File: src/rtl/mcpg_pkg.sv
// Shared types, constants and offset tables for the midpoint circle point generator.
`default_nettype none

package mcpg_pkg;

    localparam int COORD_W = 10;
    localparam int RAD_W   = COORD_W - 1;
    localparam int OUT_W   = COORD_W + 2;
    localparam int STEP_W  = COORD_W + 2;
    localparam int DEC_W   = COORD_W + 4;
    localparam int OCT_W   = 3;

    localparam logic [OCT_W-1:0] OCT_LAST = OCT_W'(7);

    localparam int QDEPTH = 2;
    localparam int QPTR_W = (QDEPTH > 1) ? $clog2(QDEPTH) : 1;
    localparam int QCNT_W = $clog2(QDEPTH + 1);

    localparam logic KIND_START = 1'b0;
    localparam logic KIND_CONT  = 1'b1;

    typedef enum logic [1:0] {
        SEL_PX = 2'd0,
        SEL_NX = 2'd1,
        SEL_PY = 2'd2,
        SEL_NY = 2'd3
    } sel_t;

    // One step of a circle, as handed from the front to the back.
    typedef struct packed {
        logic [COORD_W-1:0] cx;
        logic [COORD_W-1:0] cy;
        logic [COORD_W-1:0] x;
        logic [COORD_W-1:0] y;
        logic               done;
    } step_t;

    function automatic sel_t dx_sel(input logic [OCT_W-1:0] k);
        sel_t s;
        unique case (k)
            3'd0:    s = SEL_PX;
            3'd1:    s = SEL_NY;
            3'd2:    s = SEL_PY;
            3'd3:    s = SEL_NY;
            3'd4:    s = SEL_PY;
            3'd5:    s = SEL_NX;
            3'd6:    s = SEL_PX;
            default: s = SEL_NX;
        endcase
        return s;
    endfunction

    function automatic sel_t dy_sel(input logic [OCT_W-1:0] k);
        sel_t s;
        unique case (k)
            3'd0:    s = SEL_PY;
            3'd1:    s = SEL_NX;
            3'd2:    s = SEL_NX;
            3'd3:    s = SEL_PX;
            3'd4:    s = SEL_PX;
            3'd5:    s = SEL_NY;
            3'd6:    s = SEL_NY;
            default: s = SEL_PY;
        endcase
        return s;
    endfunction

    function automatic logic signed [OUT_W-1:0] pick(
        input sel_t               s,
        input logic [COORD_W-1:0] x,
        input logic [COORD_W-1:0] y
    );
        logic signed [OUT_W-1:0] xe;
        logic signed [OUT_W-1:0] ye;
        logic signed [OUT_W-1:0] r;
        xe = OUT_W'(x);
        ye = OUT_W'(y);
        unique case (s)
            SEL_PX:  r = xe;
            SEL_NX:  r = -xe;
            SEL_PY:  r = ye;
            default: r = -ye;
        endcase
        return r;
    endfunction

endpackage

`default_nettype wire

File: src/rtl/mcpg_front.sv
// Front end: accepts items, tracks the circle state and queues one step per emitting item.
`default_nettype none

module mcpg_front (
    input  wire logic                            clk,
    input  wire logic                            rst_n,
    input  wire logic                            in_valid,
    output logic                                 in_ready,
    input  wire logic                            kind,
    input  wire logic [mcpg_pkg::COORD_W-1:0]    centre_x,
    input  wire logic [mcpg_pkg::COORD_W-1:0]    centre_y,
    input  wire logic [mcpg_pkg::RAD_W-1:0]      radius,
    input  wire logic                            q_full,
    output logic                                 push,
    output mcpg_pkg::step_t                      push_data
);

    logic                                active_reg, active_next;
    logic [mcpg_pkg::COORD_W-1:0]        cur_x_reg, cur_x_next;
    logic [mcpg_pkg::COORD_W-1:0]        cur_y_reg, cur_y_next;
    logic signed [mcpg_pkg::DEC_W-1:0]   decision_reg, decision_next;
    logic [mcpg_pkg::COORD_W-1:0]        held_cx_reg, held_cx_next;
    logic [mcpg_pkg::COORD_W-1:0]        held_cy_reg, held_cy_next;

    logic                                fire;
    logic                                start;
    logic [mcpg_pkg::COORD_W-1:0]        x_sel, y_sel, cx_sel, cy_sel;
    logic signed [mcpg_pkg::DEC_W-1:0]   d_sel, d_init, x_d, y_d, delta;
    logic                                d_le;
    logic signed [mcpg_pkg::STEP_W-1:0]  x_step, y_step;
    logic                                done;

    assign in_ready = !q_full;
    assign fire     = in_valid && in_ready;
    assign start    = (kind == mcpg_pkg::KIND_START);

    always_comb
    begin
        d_init = mcpg_pkg::DEC_W'(3) - (mcpg_pkg::DEC_W'(radius) <<< 1);
        x_sel  = start ? '0 : cur_x_reg;
        y_sel  = start ? mcpg_pkg::COORD_W'(radius) : cur_y_reg;
        cx_sel = start ? centre_x : held_cx_reg;
        cy_sel = start ? centre_y : held_cy_reg;
        d_sel  = start ? d_init : decision_reg;

        d_le   = d_sel[mcpg_pkg::DEC_W-1] || (d_sel == '0);
        x_d    = mcpg_pkg::DEC_W'(x_sel);
        y_d    = mcpg_pkg::DEC_W'(y_sel);
        delta  = d_le ? ((x_d <<< 2) + mcpg_pkg::DEC_W'(6))
                      : (((x_d - y_d) <<< 2) + mcpg_pkg::DEC_W'(10));

        x_step = mcpg_pkg::STEP_W'(x_sel) + mcpg_pkg::STEP_W'(1);
        y_step = d_le ? mcpg_pkg::STEP_W'(y_sel)
                      : mcpg_pkg::STEP_W'(y_sel) - mcpg_pkg::STEP_W'(1);
        done   = (x_step > y_step);

        push           = fire && (start || active_reg);
        push_data.cx   = cx_sel;
        push_data.cy   = cy_sel;
        push_data.x    = x_sel;
        push_data.y    = y_sel;
        push_data.done = done;

        active_next   = active_reg;
        cur_x_next    = cur_x_reg;
        cur_y_next    = cur_y_reg;
        decision_next = decision_reg;
        held_cx_next  = held_cx_reg;
        held_cy_next  = held_cy_reg;
        // Drop a continue with no circle in progress: state stays as is.
        if (push)
        begin
            active_next   = !done;
            cur_x_next    = x_step[mcpg_pkg::COORD_W-1:0];
            cur_y_next    = y_step[mcpg_pkg::STEP_W-1] ? '0 : y_step[mcpg_pkg::COORD_W-1:0];
            decision_next = d_sel + delta;
            held_cx_next  = cx_sel;
            held_cy_next  = cy_sel;
        end
    end

    always_ff @(posedge clk or negedge rst_n)
    begin
        if (!rst_n)
        begin
            active_reg   <= 1'b0;
            cur_x_reg    <= '0;
            cur_y_reg    <= '0;
            decision_reg <= '0;
            held_cx_reg  <= '0;
            held_cy_reg  <= '0;
        end
        else
        begin
            active_reg   <= active_next;
            cur_x_reg    <= cur_x_next;
            cur_y_reg    <= cur_y_next;
            decision_reg <= decision_next;
            held_cx_reg  <= held_cx_next;
            held_cy_reg  <= held_cy_next;
        end
    end

    a_idle_continue_dropped: assert property (@(posedge clk) disable iff (!rst_n)
        (fire && kind == mcpg_pkg::KIND_CONT && !active_reg) |-> !push)
        else $error("continue item queued with no circle in progress");

endmodule

`default_nettype wire

File: src/rtl/mcpg_queue.sv
// Short step queue between the front end and the point emitter.
`default_nettype none

module mcpg_queue (
    input  wire logic             clk,
    input  wire logic             rst_n,
    input  wire logic             push,
    input  wire mcpg_pkg::step_t  push_data,
    input  wire logic             pop,
    output logic                  full,
    output logic                  head_valid,
    output mcpg_pkg::step_t       head_data
);

    mcpg_pkg::step_t                  mem [mcpg_pkg::QDEPTH];
    logic [mcpg_pkg::QPTR_W-1:0]      wr_ptr_reg, wr_ptr_next;
    logic [mcpg_pkg::QPTR_W-1:0]      rd_ptr_reg, rd_ptr_next;
    logic [mcpg_pkg::QCNT_W-1:0]      count_reg, count_next;

    function automatic logic [mcpg_pkg::QPTR_W-1:0] bump(
        input logic [mcpg_pkg::QPTR_W-1:0] p
    );
        logic [mcpg_pkg::QPTR_W-1:0] r;
        if (p == mcpg_pkg::QPTR_W'(mcpg_pkg::QDEPTH - 1))
            r = '0;
        else
            r = p + mcpg_pkg::QPTR_W'(1);
        return r;
    endfunction

    assign full       = (count_reg == mcpg_pkg::QCNT_W'(mcpg_pkg::QDEPTH));
    assign head_valid = (count_reg != '0);
    assign head_data  = mem[rd_ptr_reg];

    always_comb
    begin
        wr_ptr_next = push ? bump(wr_ptr_reg) : wr_ptr_reg;
        rd_ptr_next = pop ? bump(rd_ptr_reg) : rd_ptr_reg;
        count_next  = count_reg;
        if (push && !pop)
            count_next = count_reg + mcpg_pkg::QCNT_W'(1);
        else if (pop && !push)
            count_next = count_reg - mcpg_pkg::QCNT_W'(1);
    end

    always_ff @(posedge clk)
    begin
        if (push)
            mem[wr_ptr_reg] <= push_data;
    end

    always_ff @(posedge clk or negedge rst_n)
    begin
        if (!rst_n)
        begin
            wr_ptr_reg <= '0;
            rd_ptr_reg <= '0;
            count_reg  <= '0;
        end
        else
        begin
            wr_ptr_reg <= wr_ptr_next;
            rd_ptr_reg <= rd_ptr_next;
            count_reg  <= count_next;
        end
    end

    a_no_overflow: assert property (@(posedge clk) disable iff (!rst_n)
        full |-> !push)
        else $error("step queue written while full");

    a_no_underflow: assert property (@(posedge clk) disable iff (!rst_n)
        !head_valid |-> !pop)
        else $error("step queue read while empty");

endmodule

`default_nettype wire

File: src/rtl/mcpg_back.sv
// Point emitter: walks the eight symmetric points of each queued step into the output register.
`default_nettype none

module mcpg_back (
    input  wire logic                                  clk,
    input  wire logic                                  rst_n,
    input  wire logic                                  head_valid,
    input  wire mcpg_pkg::step_t                       head_data,
    output logic                                       pop,
    output logic                                       out_valid,
    input  wire logic                                  out_ready,
    output logic signed [mcpg_pkg::OUT_W-1:0]          point_x,
    output logic signed [mcpg_pkg::OUT_W-1:0]          point_y,
    output logic [mcpg_pkg::OCT_W-1:0]                 octant,
    output logic                                       step_last,
    output logic                                       circle_done
);

    logic                                   out_valid_reg, out_valid_next;
    logic [mcpg_pkg::OCT_W-1:0]             cnt_reg, cnt_next;
    logic signed [mcpg_pkg::OUT_W-1:0]      px_reg, px_next;
    logic signed [mcpg_pkg::OUT_W-1:0]      py_reg, py_next;
    logic [mcpg_pkg::OCT_W-1:0]             oct_reg;
    logic                                   last_reg;
    logic                                   done_reg;
    logic                                   load;

    always_comb
    begin
        load = head_valid && (!out_valid_reg || out_ready);
        pop  = load && (cnt_reg == mcpg_pkg::OCT_LAST);

        out_valid_next = out_valid_reg;
        if (load)
            out_valid_next = 1'b1;
        else if (out_ready)
            out_valid_next = 1'b0;

        // Advance through the octants; wrap back to zero on the last point.
        cnt_next = load ? cnt_reg + mcpg_pkg::OCT_W'(1) : cnt_reg;

        px_next = mcpg_pkg::OUT_W'(head_data.cx)
                + mcpg_pkg::pick(mcpg_pkg::dx_sel(cnt_reg), head_data.x, head_data.y);
        py_next = mcpg_pkg::OUT_W'(head_data.cy)
                + mcpg_pkg::pick(mcpg_pkg::dy_sel(cnt_reg), head_data.x, head_data.y);
    end

    always_ff @(posedge clk or negedge rst_n)
    begin
        if (!rst_n)
        begin
            out_valid_reg <= 1'b0;
            cnt_reg       <= '0;
        end
        else
        begin
            out_valid_reg <= out_valid_next;
            cnt_reg       <= cnt_next;
        end
    end

    always_ff @(posedge clk)
    begin
        if (load)
        begin
            px_reg   <= px_next;
            py_reg   <= py_next;
            oct_reg  <= cnt_reg;
            last_reg <= (cnt_reg == mcpg_pkg::OCT_LAST);
            done_reg <= head_data.done;
        end
    end

    assign out_valid   = out_valid_reg;
    assign point_x     = px_reg;
    assign point_y     = py_reg;
    assign octant      = oct_reg;
    assign step_last   = last_reg;
    assign circle_done = done_reg;

    a_step_restarts: assert property (@(posedge clk) disable iff (!rst_n)
        pop |=> (cnt_reg == '0) && out_valid_reg)
        else $error("octant count did not restart after a step was emitted");

endmodule

`default_nettype wire

File: src/rtl/midpoint_circle_point_generator_unit.sv
// Midpoint circle point generator: front end, step queue and point emitter.
// A step's first point passes the step queue and then the output register after acceptance.
// Each emitting item gives eight points, one point per cycle out of the single output
// register while out_ready allows; the front end takes an item each cycle while the 2-entry
// step queue has room; items that emit nothing (a continue with no circle) queue no step.
// Reset (rst_n low, asynchronous) clears the circle state, empties the queue and the output.
`default_nettype none

module midpoint_circle_point_generator_unit (
    input  wire logic                                  clk,
    input  wire logic                                  rst_n,
    input  wire logic                                  in_valid,
    output logic                                       in_ready,
    input  wire logic                                  kind,
    input  wire logic [mcpg_pkg::COORD_W-1:0]          centre_x,
    input  wire logic [mcpg_pkg::COORD_W-1:0]          centre_y,
    input  wire logic [mcpg_pkg::RAD_W-1:0]            radius,
    output logic                                       out_valid,
    input  wire logic                                  out_ready,
    output logic signed [mcpg_pkg::OUT_W-1:0]          point_x,
    output logic signed [mcpg_pkg::OUT_W-1:0]          point_y,
    output logic [mcpg_pkg::OCT_W-1:0]                 octant,
    output logic                                       step_last,
    output logic                                       circle_done
);

    logic             q_full;
    logic             push;
    mcpg_pkg::step_t  push_data;
    logic             pop;
    logic             head_valid;
    mcpg_pkg::step_t  head_data;

    mcpg_front u_front (
        .clk       (clk),
        .rst_n     (rst_n),
        .in_valid  (in_valid),
        .in_ready  (in_ready),
        .kind      (kind),
        .centre_x  (centre_x),
        .centre_y  (centre_y),
        .radius    (radius),
        .q_full    (q_full),
        .push      (push),
        .push_data (push_data)
    );

    mcpg_queue u_queue (
        .clk        (clk),
        .rst_n      (rst_n),
        .push       (push),
        .push_data  (push_data),
        .pop        (pop),
        .full       (q_full),
        .head_valid (head_valid),
        .head_data  (head_data)
    );

    mcpg_back u_back (
        .clk         (clk),
        .rst_n       (rst_n),
        .head_valid  (head_valid),
        .head_data   (head_data),
        .pop         (pop),
        .out_valid   (out_valid),
        .out_ready   (out_ready),
        .point_x     (point_x),
        .point_y     (point_y),
        .octant      (octant),
        .step_last   (step_last),
        .circle_done (circle_done)
    );

endmodule

`default_nettype wire
File: config.mk
export PLATFORM = sky130hd
export DESIGN_NAME = midpoint_circle_point_generator_unit
export DESIGN_NICKNAME = d
export VERILOG_FILES = /design/src/rtl/mcpg_pkg.sv /design/src/rtl/mcpg_front.sv /design/src/rtl/mcpg_queue.sv /design/src/rtl/mcpg_back.sv /design/src/rtl/midpoint_circle_point_generator_unit.sv
export SDC_FILE = /design/constraint.sdc
export NUM_CORES = 1
export LEC_CHECK = 0
export BUFFER_PORTS_ARGS = -buffer_cell sky130_fd_sc_hd__buf_2
export CELL_PAD_IN_SITES_DETAIL_PLACEMENT = 2
export CELL_PAD_IN_SITES_GLOBAL_PLACEMENT = 2
export CORE_MARGIN = 3
export CORE_UTILIZATION = 44
export CTS_CLUSTER_DIAMETER = 100
export DETAILED_ROUTE_END_ITERATION = 6
export GPL_TIMING_DRIVEN = 0
export PLACE_DENSITY = 0.88
export SLEW_MARGIN = 5
export SYNTH_ARGS = -nofsm -noshare
export SYNTH_HDL_FRONTEND = slang
export SYNTH_SLANG_ARGS = --single-unit
File: constraint.sdc
create_clock -name clk -period 9.5 [get_ports clk]
set_input_delay 1.425 -clock clk [delete_from_list [all_inputs] [get_ports clk]]
set_output_delay 1.425 -clock clk [all_outputs]
set_load 0.01 [all_outputs]
# Word level (Yosys, flattened, before mapping)
# Memory sizes are Yosys's and may differ from the RTL's.
# Cells that the tools add are included.
# Widths: inputs -> output; s select.
# word_totals
output_inout_bits	31
mem_count	1
reg_bits	92
mem_bits_rw	82
# mem_list
memory	depth	word_bits	rd	rd_clocked_by_memory_dff	wr	line	rtl
u_queue.mem	2	41	1	0	1	mcpg_queue.sv:15	mcpg_pkg::step_t mem [mcpg_pkg::QDEPTH];
# op_classes
reduce_logical	27
bitwise_logic	1
order_cmp	1
muxes	20
eq_ne	12
n_addsub	16
# ops
operator	n
$pmux 12 s3	2
$mux 10	5
$mux 14	2
$add 10x12->12	2
$neg 10->12	2
$add 14x14->14	1
$add 14x5->14 const B	1
$logic_not 14->1	1
$add 12x3->13 const B	1
$eq 3x3->1 const B	4
$gt 12x12->1	1
$mux 12	1
$pmux 2 s3	2
$reduce_or 2->1	6
$add 10x1->11 const B	1
$sub 10x1->11 const B	1
$sub 10x10->11	1
$sub 2x10->11 const A	1
$eq 2x2->1 const B	3
$eq 3x2->1 const B	2
$logic_and 1x1->1	6
$mux 1	6
$reduce_bool 2->1	3
$logic_not 1->1	5
11 further kinds	17

# Depth between registers and ports, before layout
# logic_depth
ltp_word	8
mapped_depth	26

# Cells and area by module
# A second synthesis with hierarchy kept.
# hier_totals
hier_cells	1067
hier_area_um2	11109.4
# modules_own_cells
module	seq_area_each_um2	area_each_um2	n_inst	cells_per_inst
mcpg_front	1376.3	4767.1	1	586
mcpg_queue	2562.5	3350.7	1	144
mcpg_back	970.9	2991.6	1	337

# Worst setup path before layout
# Ideal clock, no wire load.
# synth_path
path_type	input port to flip-flop
startpoint	input kind
endpoint	register u_front.decision_reg[13] (netlist name)
stages	22
setup_ns	0.131
path_slack_ns	2.929
path_buffers	5
t_required_ns	9.369
arrival_time_ns	6.439
path_cell_list	buf_2 buf_2 buf_2 buf_2 clkbuf_1 and2_1 inv_1 fa_1 xnor2_1 or3b_2 or3_1 nor3_1 xor2_1 mux2i_1 ha_1 and3_1 a311o_1 a31oi_1 nor2_1 inv_1 nor4_1 or3_1
# synth_lines
element	line	rtl
from (decl)	midpoint_circle_point_generator_unit.sv:14	input wire logic kind,
to (signal assigned)	mcpg_front.sv:98	decision_reg <= decision_next;
to (decl)	mcpg_front.sv:21	logic signed [mcpg_pkg::DEC_W-1:0] decision_reg, decision_next;

==> metrics.md <==
| Metric | Value |
|---|---|
| Async SR Flop Fraction | between 30% and 40% |
| First-pass GRT wire length | around 70000 um |
| Largest register FFs | between 80 and 90 |
| Core area | approximately 0.024 mm^2 |
| Share of layout cells above drive strength 1 | between 15 and 20% |
| Hold Crit Class | reg -> reg |
| Worst slew margin | roughly 28% |
| # hold bufs at CTS | 0 |
| Critical path type | in -> reg |
| Cell Area, Synth | 0.0110 mm^2 |
| Vias | ~9600 |
| Slew @ Worst Pin | 1.06 ns |
| Antenna cell count | 0 |
| Via/cell ratio | 6.48 |
| Yosys warns | 0 |
| Max-cap viol count | 0 |
| Post-CTS setup buffers | 0 |
| Post-cts repair resize count | 0 |
| Multi-input logic area | between 0.005 and 0.006 mm^2 |
| Area delta synth->final | 13.3% |
| TritonRoute pass-1 iters | 5 |
| Peak supply drop | 192 uV |
| I/O Buffers | 64 |
| WL final | 46200 um |
| # setup viols final | 0 |
| Final net count | around 1200 |
| Largest net degree at the start of global routing | 50 |
| DP HPWL | 30000 um |
| TritonCTS Buffers | 17 |
| DR WL/cell | 31.3 um |
| Die height | approximately 160 um |
| Routed Antenna Nets | 0 |
| Die area | around 0.027 mm^2 |
| Post-synth EDFFs | between 100 and 150 |
| DRC Markers | 0 |
| FILL cells | around 2500 |
| CTS tree | yes |
| Main synth FF type | edfxtp_1 |
| CP arrival | around 8.8 ns |
| Root Driver | clkbuf_16 |
| Fmax | around 120 MHz |
| Total track usage | 35.2% |
| P_leak | ~5.2 nW |
| Rows | 57 |
| Clock skew | just under 0.02 ns |
| Startpoint types | primary input |
| H-Tree Depth | 4 |
| Final worst path period share | a little under 90% |
| IO Pins | 65 |
| CP endpoint kind | flop |
| Clock Path Buffers | 2 |
| Clock slew at reported path FFs | roughly 0.09 ns |
| Initial core utilization | around 45% |
| Max-slew violations | 0 |
| TritonCTS sink count | 174 |
| GR Overflow Total | 0 |
| Outcome | complete, no violations |
| RSZ-0062 raised after global routing | false |
| Register bit total from synthesis | 174 |
| Setup TNS | 0 ns |
| Yosys cell types | 79 |
| Syn nets | 1152 |
| PD cells | between 400 and 500 mW/mm^2 |
| Worst path required time | 9.84 ns |
| Die Wd | 164 um |
| Minimum clock period | 8.42 ns |
| Vias in the first global route | around 11000 |
| Crit-path slowest cell | clkbuf_1 |
| Crit path max fanout | 10 |
| Clk_lat worst skew | 0.47 ns |
| DRT iter0 DRCs | just under 800 |
| Final hold slack | 0.497 ns |
| Mapped Cells | between 1000 and 1500 |
| Fin. Hold Viols | 0 |
| Seq/Total Area, Yosys | between 40% and 50% |
| Sequential Area | approximately 0.005 mm^2 |
| CP dominant cell by count | buf_2 |
| Initial antenna violation count | 1 |
| RePlAce Congestion | 0.893 |
| Synthesized area per cell | approximately 10 um^2 |
| Crit-path max cell delay | around 0.54 ns |
-- kinds of logic (layout without fill, tap and decap cells) --
kind of cell	after synthesis	after routing	synth area share, %
simple gates	322	322	14.0
flops	174	174	44.6
buf+inv	92	192	3.41
fa+ha+maj	67	67	7.89
mux	110	110	11.2
compound gates	208	208	12.7
xor+xnor	78	78	6.21
-- layout by cell type (no fill, tap or decap), types with 4 or more instances in the layout --
cell type / instances
and3_1: 14
a211oi_1: 8
nor4_1: 6
and2_1: 11
nand4_1: 4
o21ai_1: 4
mux2i_1: 41
mux2_2: 64
nor2b_1: 10
xnor2_1: 49
clkbuf_16: 17
a31oi_1: 8
nand2_1: 118
nand2b_1: 14
a21boi_0: 7
clkinv_8: 7
o31ai_1: 7
edfxtp_1: 111
o211ai_1: 8
a21o_1: 14
o21a_1: 6
clkbuf_1: 19
a21oi_1: 44
nor3b_1: 5
mux4_2: 4
o21ai_0: 55
xor2_1: 29
nor2_1: 67
or3_1: 9
buf_1: 7
fa_1: 4
buf_2: 75
dfrtp_1: 63
inv_1: 51
nor3_1: 25
nand3_1: 19
o31ai_2: 7
ha_1: 63
-- area by class of cell --
cell class                      instances  share of cell area, %
Timing Repair Buffer                   68                   3.29
Multi-Input combinational cell        785                   46.1
Clock inverter                         15                   1.54
Sequential cell                       174                   39.4
Clock buffer                           17                   3.41
Buffer                                 40                   1.45
Inverter                               52                   1.57
Tap cell                              324                   3.25
-- metal layers --
metal | wire [um] | global-route usage, % | vias to the layer above
met3 | 2790 | 6.48 | 189
met1 | 17400 | 40.6 | 4930
li1 | - | - | 3988
met5 | 0 | 0 | -
met4 | 2950 | 20.3 | 0
met2 | 23000 | 61.0 | 458
-- metrics by stage --
step | power [mW] | utilization, % | setup slack (ns) | instances | instance area (um^2)
3_5_place_dp | 4.27 | 48.4 | 1.24 | 1443 | 11800
2_1_floorplan | 3.30 | - | 2.93 | 1051 | 11000
4_1_cts | 5.24 | 50.9 | 1.29 | 1475 | 12500
5_1_grt | 5.55 | 50.9 | 0.895 | 1475 | 12500
3_3_place_gp | 3.98 | 47.9 | 1.43 | 1439 | 11700
6_report | 5.30 | 50.9 | 1.08 | 1475 | 12500
-- power breakdown --
part | total (mW) | switching [mW] | internal, mW
sequential | 1.40 | 0.162 | 1.24
clock | 0.747 | 0.388 | 0.359
combinational | 3.16 | 2.02 | 1.13
total | 5.30 | 2.58 | 2.73
-- cell usage after synthesis, types with 8 or more instances --
cell	count	area share [%]
a21o_1	14	0.96
buf_2	12	0.55
nor3_1	25	1.1
o21ai_0	55	2.5
nand2_1	118	4.0
dfrtp_1	63	14
mux2_2	64	6.6
o211ai_1	8	0.55
nand2b_1	14	0.80
a21oi_1	45	2.0
clkbuf_1	19	0.65
ha_1	63	7.2
xor2_1	29	2.3
a31oi_1	8	0.46
and2_1	11	0.63
nor2b_1	10	0.57
inv_1	51	1.7
nor2_1	69	2.4
or3_1	9	0.51
a211oi_1	8	0.55
nand3_1	19	0.86
xnor2_1	49	3.9
mux2i_1	41	3.7
and3_1	14	0.80
edfxtp_1	111	30
-- worst max-delay path, delay by kind of cell --
family | cells | cell delay (ns)
AND/OR/NAND/NOR | 9 | 2.43
buffers and inverters | 8 | 2.31
AO/OA/AOI/OAI | 4 | 1.29
adder cells (fa/ha/maj) | 2 | 0.86
XOR/XNOR | 1 | 0.26
multiplexers | 1 | 0.16
-- path summary, 6_finish.rpt --
check	start	to	slack, ns	cells past startpoint
min in group asynchronous	rst_n	u_front.held_cx_reg[2]	0.83	1
setup / recovery	kind	u_front.decision_reg[13]	1.08	25
setup reg to reg	u_front.cur_y_reg[0]	u_front.decision_reg[13]	3.11	20
hold / removal	u_front.decision_reg[6]	u_front.decision_reg[6]	0.50	2
hold reg to reg	u_front.decision_reg[6]	u_front.decision_reg[6]	0.50	2
max in group asynchronous	rst_n	u_back.cnt_reg[1]	8.07	2
No activity file was read; power rests on OpenSTA's default activity.
